==> src/rtl/full_linear_convolution_core_assert.svh <==
// Assertion macros shared by the convolution core RTL.
`ifndef FULL_LINEAR_CONVOLUTION_CORE_ASSERT_SVH
`define FULL_LINEAR_CONVOLUTION_CORE_ASSERT_SVH

// Same-cycle implication, disabled during reset.
`define FLCONV_ASSERT_IMPL(lbl, clk, rst, ante, cons) \
   lbl: assert property (@(posedge clk) disable iff (rst) (ante) |-> (cons)) \
      else $error("convolution core assertion failed");

// Next-cycle implication, disabled during reset.
`define FLCONV_ASSERT_NEXT(lbl, clk, rst, ante, cons) \
   lbl: assert property (@(posedge clk) disable iff (rst) (ante) |=> (cons)) \
      else $error("convolution core assertion failed");

`endif

==> src/rtl/flconv_pkg.sv <==
`timescale 1ns / 1ps
package flconv_pkg;

   localparam int SAMPLE_W = 16;
   localparam int PROD_W   = 32;
   localparam int VALUE_W  = 40;
   localparam int CSR_W    = 6;
   localparam int INDEX_W  = 5;
   localparam int CMP_W    = 7;

   localparam logic CMD_LOAD   = 1'b0;
   localparam logic CMD_SAMPLE = 1'b1;

   typedef enum logic [1:0] {
      ST_IDLE,
      ST_ISSUE,
      ST_DRAIN,
      ST_HOLD
   } flconv_state_type;

   typedef struct packed {
      logic valid;
      logic first;
      logic final_tap;
   } flconv_issue_type;

   typedef struct packed {
      logic                       shift;
      logic                       clear;
      logic signed [SAMPLE_W-1:0] data;
   } flconv_dly_ctl_type;

endpackage

==> src/rtl/flconv_coef_mem.sv <==
`timescale 1ns / 1ps
module flconv_coef_mem #(
   parameter int MAX_TAPS = 32,
   localparam int IDX_W = (MAX_TAPS > 1) ? $clog2(MAX_TAPS) : 1
) (
   input  logic                                clock,
   input  logic                                reset,
   input  logic                                wr_en,
   input  logic [flconv_pkg::INDEX_W-1:0]      wr_index,
   input  logic signed [flconv_pkg::SAMPLE_W-1:0] wr_data,
   input  logic [IDX_W-1:0]                    rd_addr,
   output logic signed [flconv_pkg::SAMPLE_W-1:0] rd_data
);
   import flconv_pkg::*;

   logic signed [SAMPLE_W-1:0] mem [MAX_TAPS];
   logic [MAX_TAPS-1:0]        vld_ff;
   logic [MAX_TAPS-1:0]        vld_in;
   logic signed [SAMPLE_W-1:0] rd_q_ff;
   logic                       rd_ok_ff;
   logic                       in_range;
   logic [IDX_W-1:0]           wr_addr;

   assign in_range = {{(CMP_W-INDEX_W){1'b0}}, wr_index} < CMP_W'(MAX_TAPS);
   assign wr_addr  = IDX_W'(wr_index);

   always_comb begin
      vld_in = vld_ff;
      if (wr_en && in_range) begin
         vld_in[wr_addr] = 1'b1;
      end
   end

   always_ff @(posedge clock) begin
      if (reset) begin
         vld_ff   <= '0;
         rd_ok_ff <= 1'b0;
      end else begin
         vld_ff   <= vld_in;
         rd_ok_ff <= vld_ff[rd_addr];
      end
   end

   always_ff @(posedge clock) begin
      if (wr_en && in_range) begin
         mem[wr_addr] <= wr_data;
      end
      rd_q_ff <= mem[rd_addr];
   end

   assign rd_data = rd_ok_ff ? rd_q_ff : '0;

endmodule

==> src/rtl/flconv_delay_line.sv <==
`timescale 1ns / 1ps
module flconv_delay_line #(
   parameter int MAX_TAPS = 32,
   localparam int IDX_W = (MAX_TAPS > 1) ? $clog2(MAX_TAPS) : 1
) (
   input  logic                                   clock,
   input  logic                                   reset,
   input  flconv_pkg::flconv_dly_ctl_type         ctl,
   input  logic [IDX_W-1:0]                       rd_addr,
   output logic signed [flconv_pkg::SAMPLE_W-1:0] rd_data
);
   import flconv_pkg::*;

   logic signed [SAMPLE_W-1:0] line_ff [MAX_TAPS];
   logic signed [SAMPLE_W-1:0] rd_data_ff;

   always_ff @(posedge clock) begin
      if (reset || ctl.clear) begin
         for (int k = 0; k < MAX_TAPS; k++) begin
            line_ff[k] <= '0;
         end
      end else if (ctl.shift) begin
         for (int k = 1; k < MAX_TAPS; k++) begin
            line_ff[k] <= line_ff[k-1];
         end
         line_ff[0] <= ctl.data;
      end
   end

   always_ff @(posedge clock) begin
      rd_data_ff <= line_ff[rd_addr];
   end

   assign rd_data = rd_data_ff;

endmodule

==> src/rtl/flconv_mac.sv <==
`timescale 1ns / 1ps
`include "full_linear_convolution_core_assert.svh"
module flconv_mac (
   input  logic                                   clock,
   input  logic                                   reset,
   input  flconv_pkg::flconv_issue_type           issue,
   input  logic signed [flconv_pkg::SAMPLE_W-1:0] coef,
   input  logic signed [flconv_pkg::SAMPLE_W-1:0] samp,
   output logic signed [flconv_pkg::VALUE_W-1:0]  acc,
   output logic                                   done
);
   import flconv_pkg::*;

   flconv_issue_type           s1_ff;
   flconv_issue_type           s2_ff;
   logic signed [PROD_W-1:0]   prod_ff;
   logic signed [VALUE_W-1:0]  acc_ff;
   logic signed [VALUE_W-1:0]  prod_ext;
   logic                       done_ff;

   assign prod_ext = {{(VALUE_W-PROD_W){prod_ff[PROD_W-1]}}, prod_ff};

   always_ff @(posedge clock) begin
      if (reset) begin
         s1_ff   <= '0;
         s2_ff   <= '0;
         done_ff <= 1'b0;
      end else begin
         s1_ff   <= issue;
         s2_ff   <= s1_ff;
         done_ff <= s2_ff.valid && s2_ff.final_tap;
      end
   end

   always_ff @(posedge clock) begin
      if (s1_ff.valid) begin
         prod_ff <= coef * samp;
      end
      if (s2_ff.valid) begin
         acc_ff <= s2_ff.first ? prod_ext : acc_ff + prod_ext;
      end
   end

   assign acc  = acc_ff;
   assign done = done_ff;

   `FLCONV_ASSERT_NEXT(a_done_single, clock, reset, done_ff, !done_ff)

endmodule

==> src/rtl/flconv_ctrl.sv <==
`timescale 1ns / 1ps
`include "full_linear_convolution_core_assert.svh"
module flconv_ctrl #(
   parameter int MAX_TAPS = 32,
   localparam int IDX_W = (MAX_TAPS > 1) ? $clog2(MAX_TAPS) : 1
) (
   input  logic                                   clock,
   input  logic                                   reset,
   input  logic                                   csr_write_enable,
   input  logic [flconv_pkg::CSR_W-1:0]           csr_write_data,
   input  logic                                   req_valid,
   output logic                                   req_ready,
   input  logic                                   req_command,
   input  logic signed [flconv_pkg::SAMPLE_W-1:0] req_sample,
   input  logic                                   req_last_sample,
   output logic                                   rsp_valid,
   input  logic                                   rsp_ready,
   output logic signed [flconv_pkg::VALUE_W-1:0]  rsp_value,
   output logic                                   rsp_last,
   output logic                                   coef_wr,
   output logic [IDX_W-1:0]                       rd_idx,
   output flconv_pkg::flconv_issue_type           issue,
   output flconv_pkg::flconv_dly_ctl_type         dly_ctl,
   input  logic signed [flconv_pkg::VALUE_W-1:0]  mac_acc,
   input  logic                                   mac_done
);
   import flconv_pkg::*;

   flconv_state_type           state_ff, state_in;
   logic [CSR_W-1:0]           tap_count_ff;
   logic [IDX_W-1:0]           idx_ff, idx_in;
   logic [IDX_W-1:0]           last_idx_ff, last_idx_in;
   logic [IDX_W-1:0]           rem_ff, rem_in;
   logic                       fin_ff, fin_in;
   logic                       rsp_valid_ff, rsp_valid_in;
   logic signed [VALUE_W-1:0]  rsp_value_ff;
   logic                       rsp_last_ff;
   logic [CMP_W-1:0]           cnt_ext;
   logic [CMP_W-1:0]           taps_sel;
   logic [CMP_W-1:0]           taps_m1;
   logic                       sample_acc;
   logic                       out_free;
   logic                       emit;
   logic                       final_out;

   assign cnt_ext = {{(CMP_W-CSR_W){1'b0}}, tap_count_ff};

   always_comb begin
      if (cnt_ext == '0) begin
         taps_sel = CMP_W'(1);
      end else if (cnt_ext > CMP_W'(MAX_TAPS)) begin
         taps_sel = CMP_W'(MAX_TAPS);
      end else begin
         taps_sel = cnt_ext;
      end
   end

   assign taps_m1   = taps_sel - CMP_W'(1);
   assign out_free  = !rsp_valid_ff || rsp_ready;
   assign final_out = fin_ff && (rem_ff == '0);

   always_comb begin
      state_in = state_ff;
      unique case (state_ff)
         ST_IDLE: begin
            if (sample_acc) begin
               state_in = ST_ISSUE;
            end
         end
         ST_ISSUE: begin
            if (idx_ff == last_idx_ff) begin
               state_in = ST_DRAIN;
            end
         end
         ST_DRAIN: begin
            if (mac_done) begin
               state_in = ST_HOLD;
            end
         end
         ST_HOLD: begin
            if (out_free) begin
               state_in = (rem_ff != '0) ? ST_ISSUE : ST_IDLE;
            end
         end
         default: state_in = ST_IDLE;
      endcase
   end

   always_comb begin
      req_ready       = 1'b0;
      sample_acc      = 1'b0;
      coef_wr         = 1'b0;
      emit            = 1'b0;
      issue           = '0;
      dly_ctl         = '0;
      unique case (state_ff)
         ST_IDLE: begin
            req_ready    = 1'b1;
            sample_acc   = req_valid && (req_command == CMD_SAMPLE);
            coef_wr      = req_valid && (req_command == CMD_LOAD);
            dly_ctl.shift = sample_acc;
            dly_ctl.data  = req_sample;
         end
         ST_ISSUE: begin
            issue.valid     = 1'b1;
            issue.first     = (idx_ff == '0);
            issue.final_tap = (idx_ff == last_idx_ff);
         end
         ST_DRAIN: begin
         end
         ST_HOLD: begin
            emit          = out_free;
            dly_ctl.shift = out_free && (rem_ff != '0);
            dly_ctl.clear = out_free && final_out;
         end
         default: begin
         end
      endcase
   end

   assign rd_idx = idx_ff;

   always_comb begin
      idx_in       = idx_ff;
      last_idx_in  = last_idx_ff;
      rem_in       = rem_ff;
      fin_in       = fin_ff;
      rsp_valid_in = rsp_valid_ff;
      if (rsp_ready) begin
         rsp_valid_in = 1'b0;
      end
      if (sample_acc) begin
         idx_in      = '0;
         last_idx_in = IDX_W'(taps_m1);
         rem_in      = req_last_sample ? IDX_W'(taps_m1) : '0;
         fin_in      = req_last_sample;
      end else if (issue.valid && !issue.final_tap) begin
         idx_in = idx_ff + IDX_W'(1);
      end
      if (emit) begin
         idx_in       = '0;
         rsp_valid_in = 1'b1;
         if (rem_ff != '0) begin
            rem_in = rem_ff - IDX_W'(1);
         end
      end
   end

   always_ff @(posedge clock) begin
      if (reset) begin
         state_ff     <= ST_IDLE;
         tap_count_ff <= CSR_W'(1);
         idx_ff       <= '0;
         last_idx_ff  <= '0;
         rem_ff       <= '0;
         fin_ff       <= 1'b0;
         rsp_valid_ff <= 1'b0;
      end else begin
         state_ff     <= state_in;
         idx_ff       <= idx_in;
         last_idx_ff  <= last_idx_in;
         rem_ff       <= rem_in;
         fin_ff       <= fin_in;
         rsp_valid_ff <= rsp_valid_in;
         if (csr_write_enable) begin
            tap_count_ff <= csr_write_data;
         end
      end
   end

   always_ff @(posedge clock) begin
      if (emit) begin
         rsp_value_ff <= mac_acc;
         rsp_last_ff  <= final_out;
      end
   end

   assign rsp_valid = rsp_valid_ff;
   assign rsp_value = rsp_value_ff;
   assign rsp_last  = rsp_last_ff;

   `FLCONV_ASSERT_IMPL(a_done_in_drain, clock, reset, mac_done, state_ff == ST_DRAIN)
   `FLCONV_ASSERT_IMPL(a_idle_no_flush, clock, reset, req_ready, rem_ff == '0)
   `FLCONV_ASSERT_IMPL(a_idx_bound, clock, reset, issue.valid, idx_ff <= last_idx_ff)

endmodule

==> src/rtl/full_linear_convolution_core.sv <==
`timescale 1ns / 1ps
// Full linear convolution of a 16-bit sample stream with a loaded FIR filter of up to
// MAX_TAPS Q1.15 coefficients, giving exact 40-bit sums with 15 fraction bits. A load
// transaction (command 0) writes one coefficient and returns nothing. A sample transaction
// (command 1) returns one output; with last_sample set it is followed by tap_count - 1
// flush outputs, tap_count being clamped to 1..MAX_TAPS, the final one flagged by rsp_last,
// after which the delay line is clear. The outputs are computed by the single
// multiply-accumulate unit, which walks one tap per cycle behind the registered read of
// the coefficient memory. The request side is not ready while an output is computed, but
// a finished output may wait on the response side while the next transaction is taken.
// Coefficients reset to zero; tap_count resets to 1. It is to be written through
// csr_write_enable only while the core is idle; the core itself does not enforce this.
module full_linear_convolution_core #(
   parameter int MAX_TAPS = 32
) (
   input  logic                                   clock,
   input  logic                                   reset,
   input  logic                                   csr_write_enable,
   input  logic [flconv_pkg::CSR_W-1:0]           csr_write_data,
   input  logic                                   req_valid,
   output logic                                   req_ready,
   input  logic                                   req_command,
   input  logic [flconv_pkg::INDEX_W-1:0]         req_tap_index,
   input  logic signed [flconv_pkg::SAMPLE_W-1:0] req_coefficient,
   input  logic signed [flconv_pkg::SAMPLE_W-1:0] req_sample,
   input  logic                                   req_last_sample,
   output logic                                   rsp_valid,
   input  logic                                   rsp_ready,
   output logic signed [flconv_pkg::VALUE_W-1:0]  rsp_value,
   output logic                                   rsp_last
);
   import flconv_pkg::*;

   localparam int IDX_W = (MAX_TAPS > 1) ? $clog2(MAX_TAPS) : 1;

   logic                       coef_wr;
   logic [IDX_W-1:0]           rd_idx;
   flconv_issue_type           issue;
   flconv_dly_ctl_type         dly_ctl;
   logic signed [SAMPLE_W-1:0] coef_q;
   logic signed [SAMPLE_W-1:0] samp_q;
   logic signed [VALUE_W-1:0]  mac_acc;
   logic                       mac_done;

   flconv_ctrl #(.MAX_TAPS(MAX_TAPS)) u_ctrl (
      .clock            (clock),
      .reset            (reset),
      .csr_write_enable (csr_write_enable),
      .csr_write_data   (csr_write_data),
      .req_valid        (req_valid),
      .req_ready        (req_ready),
      .req_command      (req_command),
      .req_sample       (req_sample),
      .req_last_sample  (req_last_sample),
      .rsp_valid        (rsp_valid),
      .rsp_ready        (rsp_ready),
      .rsp_value        (rsp_value),
      .rsp_last         (rsp_last),
      .coef_wr          (coef_wr),
      .rd_idx           (rd_idx),
      .issue            (issue),
      .dly_ctl          (dly_ctl),
      .mac_acc          (mac_acc),
      .mac_done         (mac_done)
   );

   flconv_coef_mem #(.MAX_TAPS(MAX_TAPS)) u_coef_mem (
      .clock    (clock),
      .reset    (reset),
      .wr_en    (coef_wr),
      .wr_index (req_tap_index),
      .wr_data  (req_coefficient),
      .rd_addr  (rd_idx),
      .rd_data  (coef_q)
   );

   flconv_delay_line #(.MAX_TAPS(MAX_TAPS)) u_delay_line (
      .clock   (clock),
      .reset   (reset),
      .ctl     (dly_ctl),
      .rd_addr (rd_idx),
      .rd_data (samp_q)
   );

   flconv_mac u_mac (
      .clock (clock),
      .reset (reset),
      .issue (issue),
      .coef  (coef_q),
      .samp  (samp_q),
      .acc   (mac_acc),
      .done  (mac_done)
   );

endmodule
==> config.mk <==
export PLATFORM = sky130hd
export DESIGN_NAME = full_linear_convolution_core
export DESIGN_NICKNAME = d
export VERILOG_FILES = /design/src/rtl/flconv_pkg.sv /design/src/rtl/flconv_coef_mem.sv /design/src/rtl/flconv_delay_line.sv /design/src/rtl/flconv_mac.sv /design/src/rtl/flconv_ctrl.sv /design/src/rtl/full_linear_convolution_core.sv
export VERILOG_INCLUDE_DIRS = /design/src /design/src/rtl
export SDC_FILE = /design/constraint.sdc
export NUM_CORES = 2
export LEC_CHECK = 0
export ABC_AREA = 1
export BUFFER_PORTS_ARGS = -buffer_cell sky130_fd_sc_hd__buf_2
export CORE_UTILIZATION = 65
export DETAILED_ROUTE_END_ITERATION = 16
export PLACE_DENSITY_LB_ADDON = 0.2
export SYNTH_ARGS = -nofsm -noshare
export SYNTH_HDL_FRONTEND = slang
export SYNTH_SLANG_ARGS = --single-unit
==> constraint.sdc <==
create_clock -name clock -period 11.2 [get_ports clock]
set_input_delay 1.68 -clock clock [delete_from_list [all_inputs] [get_ports clock]]
set_output_delay 1.68 -clock clock [all_outputs]
set_load 0.01 [all_outputs]
## Yosys cells after proc, flatten, opt, wreduce, memory -nomap -nowiden

Memory sizes are Yosys's and may differ from the RTL's. A register that Yosys moved wholly into a read port is not among the register bits.
Index checks and enable logic that the tools add are counted.

| cells by class | value |
|---|---|
| div/mod/pow operators | 0 |
| bitwise logic cells | 35 |
| reductions and logical operators | 21 |
| eq/ne operators | 8 |
| multipliers | 1 |
| shift-type cells | 0 |
| magnitude comparators | 4 |
| add/sub/neg operators | 4 |
| mux-type cells | 67 |

Operators with widths:

| kind | count |
|---|---|
| two-way mux 16 bit | 34 |
| adder 40 x 32 -> 40 bit | 1 |
| two-way mux 40 bit | 1 |
| multiplier 16 x 16 -> 32 bit | 1 |
| OR 1 bit | 32 |
| OR 32 bit | 1 |
| two-way mux 5 bit | 6 |
| two-way mux 1 bit | 17 |
| < comparator 5 x 6 -> 1 bit, second input constant | 2 |
| logical NOT 5 bit | 2 |
| subtractor 5 x 1 -> 5 bit, second input constant | 2 |
| logical AND 1 bit | 8 |
| two-way mux 2 bit | 4 |
| != test 2 x 1 -> 1 bit, second input constant | 4 |
| one-hot mux 2 bit (4 select lines) | 1 |
| logical NOT 7 bit | 1 |
| > comparator 6 bit, second input constant | 1 |
| adder 5 x 1 -> 5 bit, second input constant | 1 |
| binary-select mux 1 bit (select 5 bit) | 1 |
| demux 1 bit (select 5 bit) | 1 |
| equality test 5 bit | 1 |
| greater-or-equal comparator 5 x 1 -> 1 bit, second input constant | 1 |
| nonzero test 5 bit | 1 |
| equality test 2 bit, second input constant | 2 |
| 11 further kinds | 14 |

| word-level totals | value |
|---|---|
| bits in registers | 178 |
| word-level logic and storage cells | 162 |
| bits in latches | 0 |
| memories kept | 2 |
| output and inout bits | 43 |
| memory bits (writable) | 1024 |
| bits in read-only memories | 0 |

Memory list:

| name | words | width | read ports | clocked after memory_dff | write ports | line | text |
|---|---|---|---|---|---|---|---|
| u_coef_mem.mem | 32 | 16 | 1 | 1 | 1 | flconv_coef_mem.sv:16 | `logic signed [SAMPLE_W-1:0] mem [MAX_TAPS];` |
| u_delay_line.line_ff | 32 | 16 | 32 | 1 | 32 | flconv_delay_line.sv:14 | `logic signed [SAMPLE_W-1:0] line_ff [MAX_TAPS];` |

## Logic depth before layout (Yosys ltp)

| logic depth | value |
|---|---|
| depth after elaboration | 8 |
| depth in mapped cells | 27 |

## Modules after synthesis

A second synthesis with hierarchy kept.

| second synthesis, totals | value |
|---|---|
| cell total of the unflattened synthesis | 7347 |
| area total of the unflattened synthesis | 65455.3 µm² |

By module, submodules not included:

| module | area an instance (µm²) | times used | cells an instance | seq. area each (µm²) |
|---|---|---|---|---|
| flconv_delay_line | 23822.8 | 1 | 2872 | 13452.9 |
| flconv_coef_mem | 22462.8 | 1 | 1988 | 16355.7 |
| flconv_mac | 16359.4 | 1 | 2210 | 2302.2 |
| flconv_ctrl | 2810.2 | 1 | 277 | 1731.7 |

## Worst setup path before layout

OpenSTA, ideal clock, no wires.

| path | value |
|---|---|
| kind | input to register |
| from | input rsp_ready |
| to | memory u_delay_line.line_ff[0][0], enable pin |
| path buffers | 2 |
| path slack | 3.110 ns |
| arrival | 7.565 ns |
| setup time | 0.526 ns |
| cell stages on the path | 6 |
| cell sequence | nor2_2 -> nor2_1 -> a21oi_4 -> nand2_1 -> buf_4 -> buf_2 |

RTL lines:

| what | line | text |
|---|---|---|
| start, declared | full_linear_convolution_core.sv:28 | `input logic rsp_ready,` |
| end, declared | flconv_delay_line.sv:14 |  |

## Worst setup path in the final report

| path | value |
|---|---|
| from | register u_coef_mem.rd_ok_ff |
| to | register u_mac.prod_ff[31], data pin |

| between the ends | value |
|---|---|
| cells in the longest elaborated chain, start to end | 2 |

RTL lines:

| what | line | text |
|---|---|---|
| start, declared | flconv_coef_mem.sv:20 | `logic rd_ok_ff;` |
| start signal, assigned | flconv_coef_mem.sv:40 | `rd_ok_ff <= vld_ff[rd_addr];` |
| two-way mux 16 bit | flconv_coef_mem.sv:51 | `assign rd_data = rd_ok_ff ? rd_q_ff : '0;` |
| multiplier 16 x 16 -> 32 bit | flconv_mac.sv:37 | `prod_ff <= coef * samp;` |
| end signal, assigned | flconv_mac.sv:37 |  |
| end, declared | flconv_mac.sv:16 | `logic signed [PROD_W-1:0] prod_ff;` |

Every way passes these cells.
A chain may end at the register's enable or synchronous reset.

==> results.sh <==
export IMPL_peakVddDrop_v=0.000169
export IMPL_synthToLayoutAreaGrowth_pct=8.05
export IMPL_yosysTopAreaCellShare_pct=43.7
export IMPL_cp_start_kind="register"
export IMPL_synth_fp_nets=7018
export IMPL_pin_count=93
export IMPL_cts_tree="done"
export IMPL_cp_arrival_ns=7.14
export IMPL_grtUsageTotal_pct=32.2
export IMPL_cts_sinks=1234
export IMPL_synth_area_top_cells="edfxtp_1, dfxtp_1, fa_1"
export IMPL_synthArstFlopShare_pct=0
export IMPL_dp_hpwl_um=101000
export IMPL_slew_violations=0
export IMPL_finalCritPeriodShare_pct=59.2
export IMPL_outcome="complete, no violations"
export IMPL_post_drt_wl_per_cell_um=20.0
export IMPL_io_buffers=92
export IMPL_core_area_um2=95300
export IMPL_drv_cap=0
export IMPL_worst_slew_pin_slew_ns=1.19
export IMPL_clk_latency_ns=0.76
export IMPL_grt_pass1_wl_um=246000
export IMPL_timing_fmax_ghz=0.151
export IMPL_clockBufferDepth=3
export IMPL_routed_wl_um=158000
export IMPL_clkTransAtPathRegs_ns=0.07
export IMPL_worst_setup_path_type="reg2reg"
export IMPL_placed_area_um2=63900
export IMPL_ys_types=47
export IMPL_hold_buffers=0
export IMPL_die_x_um=313
export IMPL_start_util_pct=65.9
export IMPL_ys_flop_type="edfxtp_1"
export IMPL_yosys_area_top_type="edfxtp_1"
export IMPL_tns_ns=0
export IMPL_setup_viol=0
export IMPL_clock_skew_ns=0.0490
export IMPL_viasPerCell=5.86
export IMPL_first_global_vias=44500
export IMPL_path_max_fanout=16
export IMPL_leakagePower_nw=27.2
export IMPL_drc_errors=0
export IMPL_endpoint_kind="register"
export IMPL_ant_nets=0
export IMPL_critical_path_required_ns=11.71
export IMPL_postCtsSetupBuffers=0
export IMPL_numCtsBuffers=120
export IMPL_nFillCells=7087
export IMPL_dieHeight_um=313
export IMPL_die_area_um2=97800
export IMPL_synth_edf_count=913
export IMPL_netlist_area_um2=62800
export IMPL_powerDensity_nw_per_um2=183
export IMPL_fin_crit_ns=6.63
export IMPL_cts_resized_gates=0
export IMPL_antenna_found_initial=5
export IMPL_htreeDepth=3
export IMPL_fin_area_um2=67800
export IMPL_grt_overflow=0
export IMPL_synth_seq_area_share_pct=53.9
export IMPL_fin_nets=6978
export IMPL_drt_first_pass_iters=6
export IMPL_vias=46300
export IMPL_synth_avg_cell_area_um2=9.55
export IMPL_cts_root_buf="clkbuf_16"
export IMPL_syn_inst=6576
export IMPL_max_slew_margin_rel_pct=20.7
export IMPL_yosysWarnings=0
export IMPL_rsz0062_at_grt="false"
export IMPL_grt_max_degree=249
export IMPL_drive_gt1_share_pct=6.01
export IMPL_hold_viol_final=0
export IMPL_dr_first_iter_drc_count=5542
export IMPL_row_count=113
export IMPL_synth_seq_cells=1234
export IMPL_hold_class="reg2reg"
export IMPL_gp_congestion=0.981
cell usage after synthesis, drive strengths merged, types with 5 or more instances:
cell       n
nand4     30
inv     1033
nand3    195
xor2      26
nor4      10
ha       129
o22ai    329
o211ai    24
clkinv     8
a211oi     5
o21bai    11
or2       15
nand2    930
dfxtp    321
a21oi    378
nand3b    11
xnor2     15
a21o       8
o21ai    579
o221ai     9
a41oi      8
buf      171
nor2     943
nor3      32
edfxtp   913
fa       263
o21a       5
clkbuf   157
flip-flops by register name (all words and copies together), names as in the netlist, 16 cells and up:
register and count:
u_ctrl.rsp_value 40, u_delay_line.line_ff 512, u_mac.prod_ff 32, u_mac.acc 40
u_coef_mem.mem 512, u_coef_mem.vld_ff 32, u_delay_line.rd_data 16, u_coef_mem.rd_q_ff 16
through the flow:
stage / hold WS, ns / utilization [%] / setup WS, ns / total power [mW] / instances
2_1_floorplan: 0.388 / - / 3.11 / 7.59 / 6576
3_3_place_gp: 0.391 / 67.0 / 4.62 / 8.36 / 7679
3_5_place_dp: 0.395 / 67.0 / 4.56 / 8.43 / 7679
4_1_cts: 0.404 / 71.2 / 4.56 / 12.4 / 7907
5_1_grt: 0.423 / 71.2 / 3.99 / 13.0 / 7907
6_report: 0.405 / 71.2 / 4.57 / 12.4 / 7910
where the power goes:
group          total [mW]  internal (mW)  switching (mW)
logic                2.81          0.826            1.98
registers            5.58           5.33           0.252
clock network        4.00           2.20            1.80
total                12.4           8.36            4.03
final cells by class:
type / count / area (µm²) / area share [%]
inverter: 1041 / 3920 / 5.78
multi-input combinational: 3973 / 23500 / 34.6
sequential: 1234 / 33900 / 49.9
clock buffer: 150 / 3300 / 4.87
clock inverter: 78 / 633 / 0.933
tap: 1265 / 1580 / 2.33
antenna: 3 / 7.51 / 0.0111
timing repair buffer: 166 / 1070 / 1.57
critical path, cell delays in order (launching register included):
cell and delay (ns):
dfxtp_1 0.67, nand2_1 0.39, nor2_1 0.36, fa_1 0.59, fa_1 0.91, fa_1 0.59, fa_1 0.57, inv_1 0.05
fa_1 0.46, fa_1 0.49, inv_1 0.04, ha_1 0.32, inv_1 0.07, nor3_1 0.26, nand2_1 0.12, nor3_1 0.14
nand2_1 0.07, o211ai_1 0.12, inv_1 0.07, nand2_1 0.07, nand2_1 0.04
cell families (layout without fill, tap and decap cells):
group           count (synthesis)  count (layout)  share of synthesized area, %
simple gates                 2170            2170                          13.8
compound gates               1370            1370                          12.0
buf+inv                      1369            1435                          8.80
flops                        1234            1234                          53.9
fa+ha+maj                     392             392                          11.0
xor+xnor                       41              41                         0.572
other cells                     0               3                             0
layout by cell type, fill, tap and decap left out, types with 8 or more instances in the layout:
cell type  netlist  final
o21ai_0        577    577
clkinv_1         8     27
ha_1           129    129
clkbuf_8         0     10
nand3_1        194    193
inv_1         1031   1028
xor2_1          26     26
xnor2_1         15     15
clkbuf_16        0    124
nand3b_1        11     11
clkbuf_1       157     15
buf_2          105     92
o22ai_1        329    329
o21bai_1        11     11
nor3_1          32     32
nand4_1         30     30
o211ai_1        24     24
nand2_1        926    925
edfxtp_1       913    913
buf_4           22     70
nor2_1         940    936
dfxtp_1        321    317
a41oi_1          8      8
nor4_1          10     10
or2_2           15     15
fa_1           263    263
clkinv_2         0     33
o221ai_1         9      9
a21oi_1        377    377
a21o_1           8      8
path summary, 6_finish.rpt:
kind | from | end | slack, ns | depth (start not counted)
max | u_coef_mem.rd_ok_ff | u_mac.prod_ff[31] | 4.57 | 20
min | u_mac.s1_ff[1] | u_mac.s2_ff[1] | 0.41 | 2
max reg2reg | u_coef_mem.rd_ok_ff | u_mac.prod_ff[31] | 4.57 | 20
min reg2reg | u_mac.s1_ff[1] | u_mac.s2_ff[1] | 0.41 | 2
per-layer routing:
metal  global-route usage, %  routed length (µm)  up-vias
li1                        -                   -    21700
met1                    45.6               64900    22400
met2                    51.2               74300     1988
met3                    5.15               13900      288
met4                    10.5                4770        4
met5                       0                  19        -
Power figures use the tool's default switching activity.
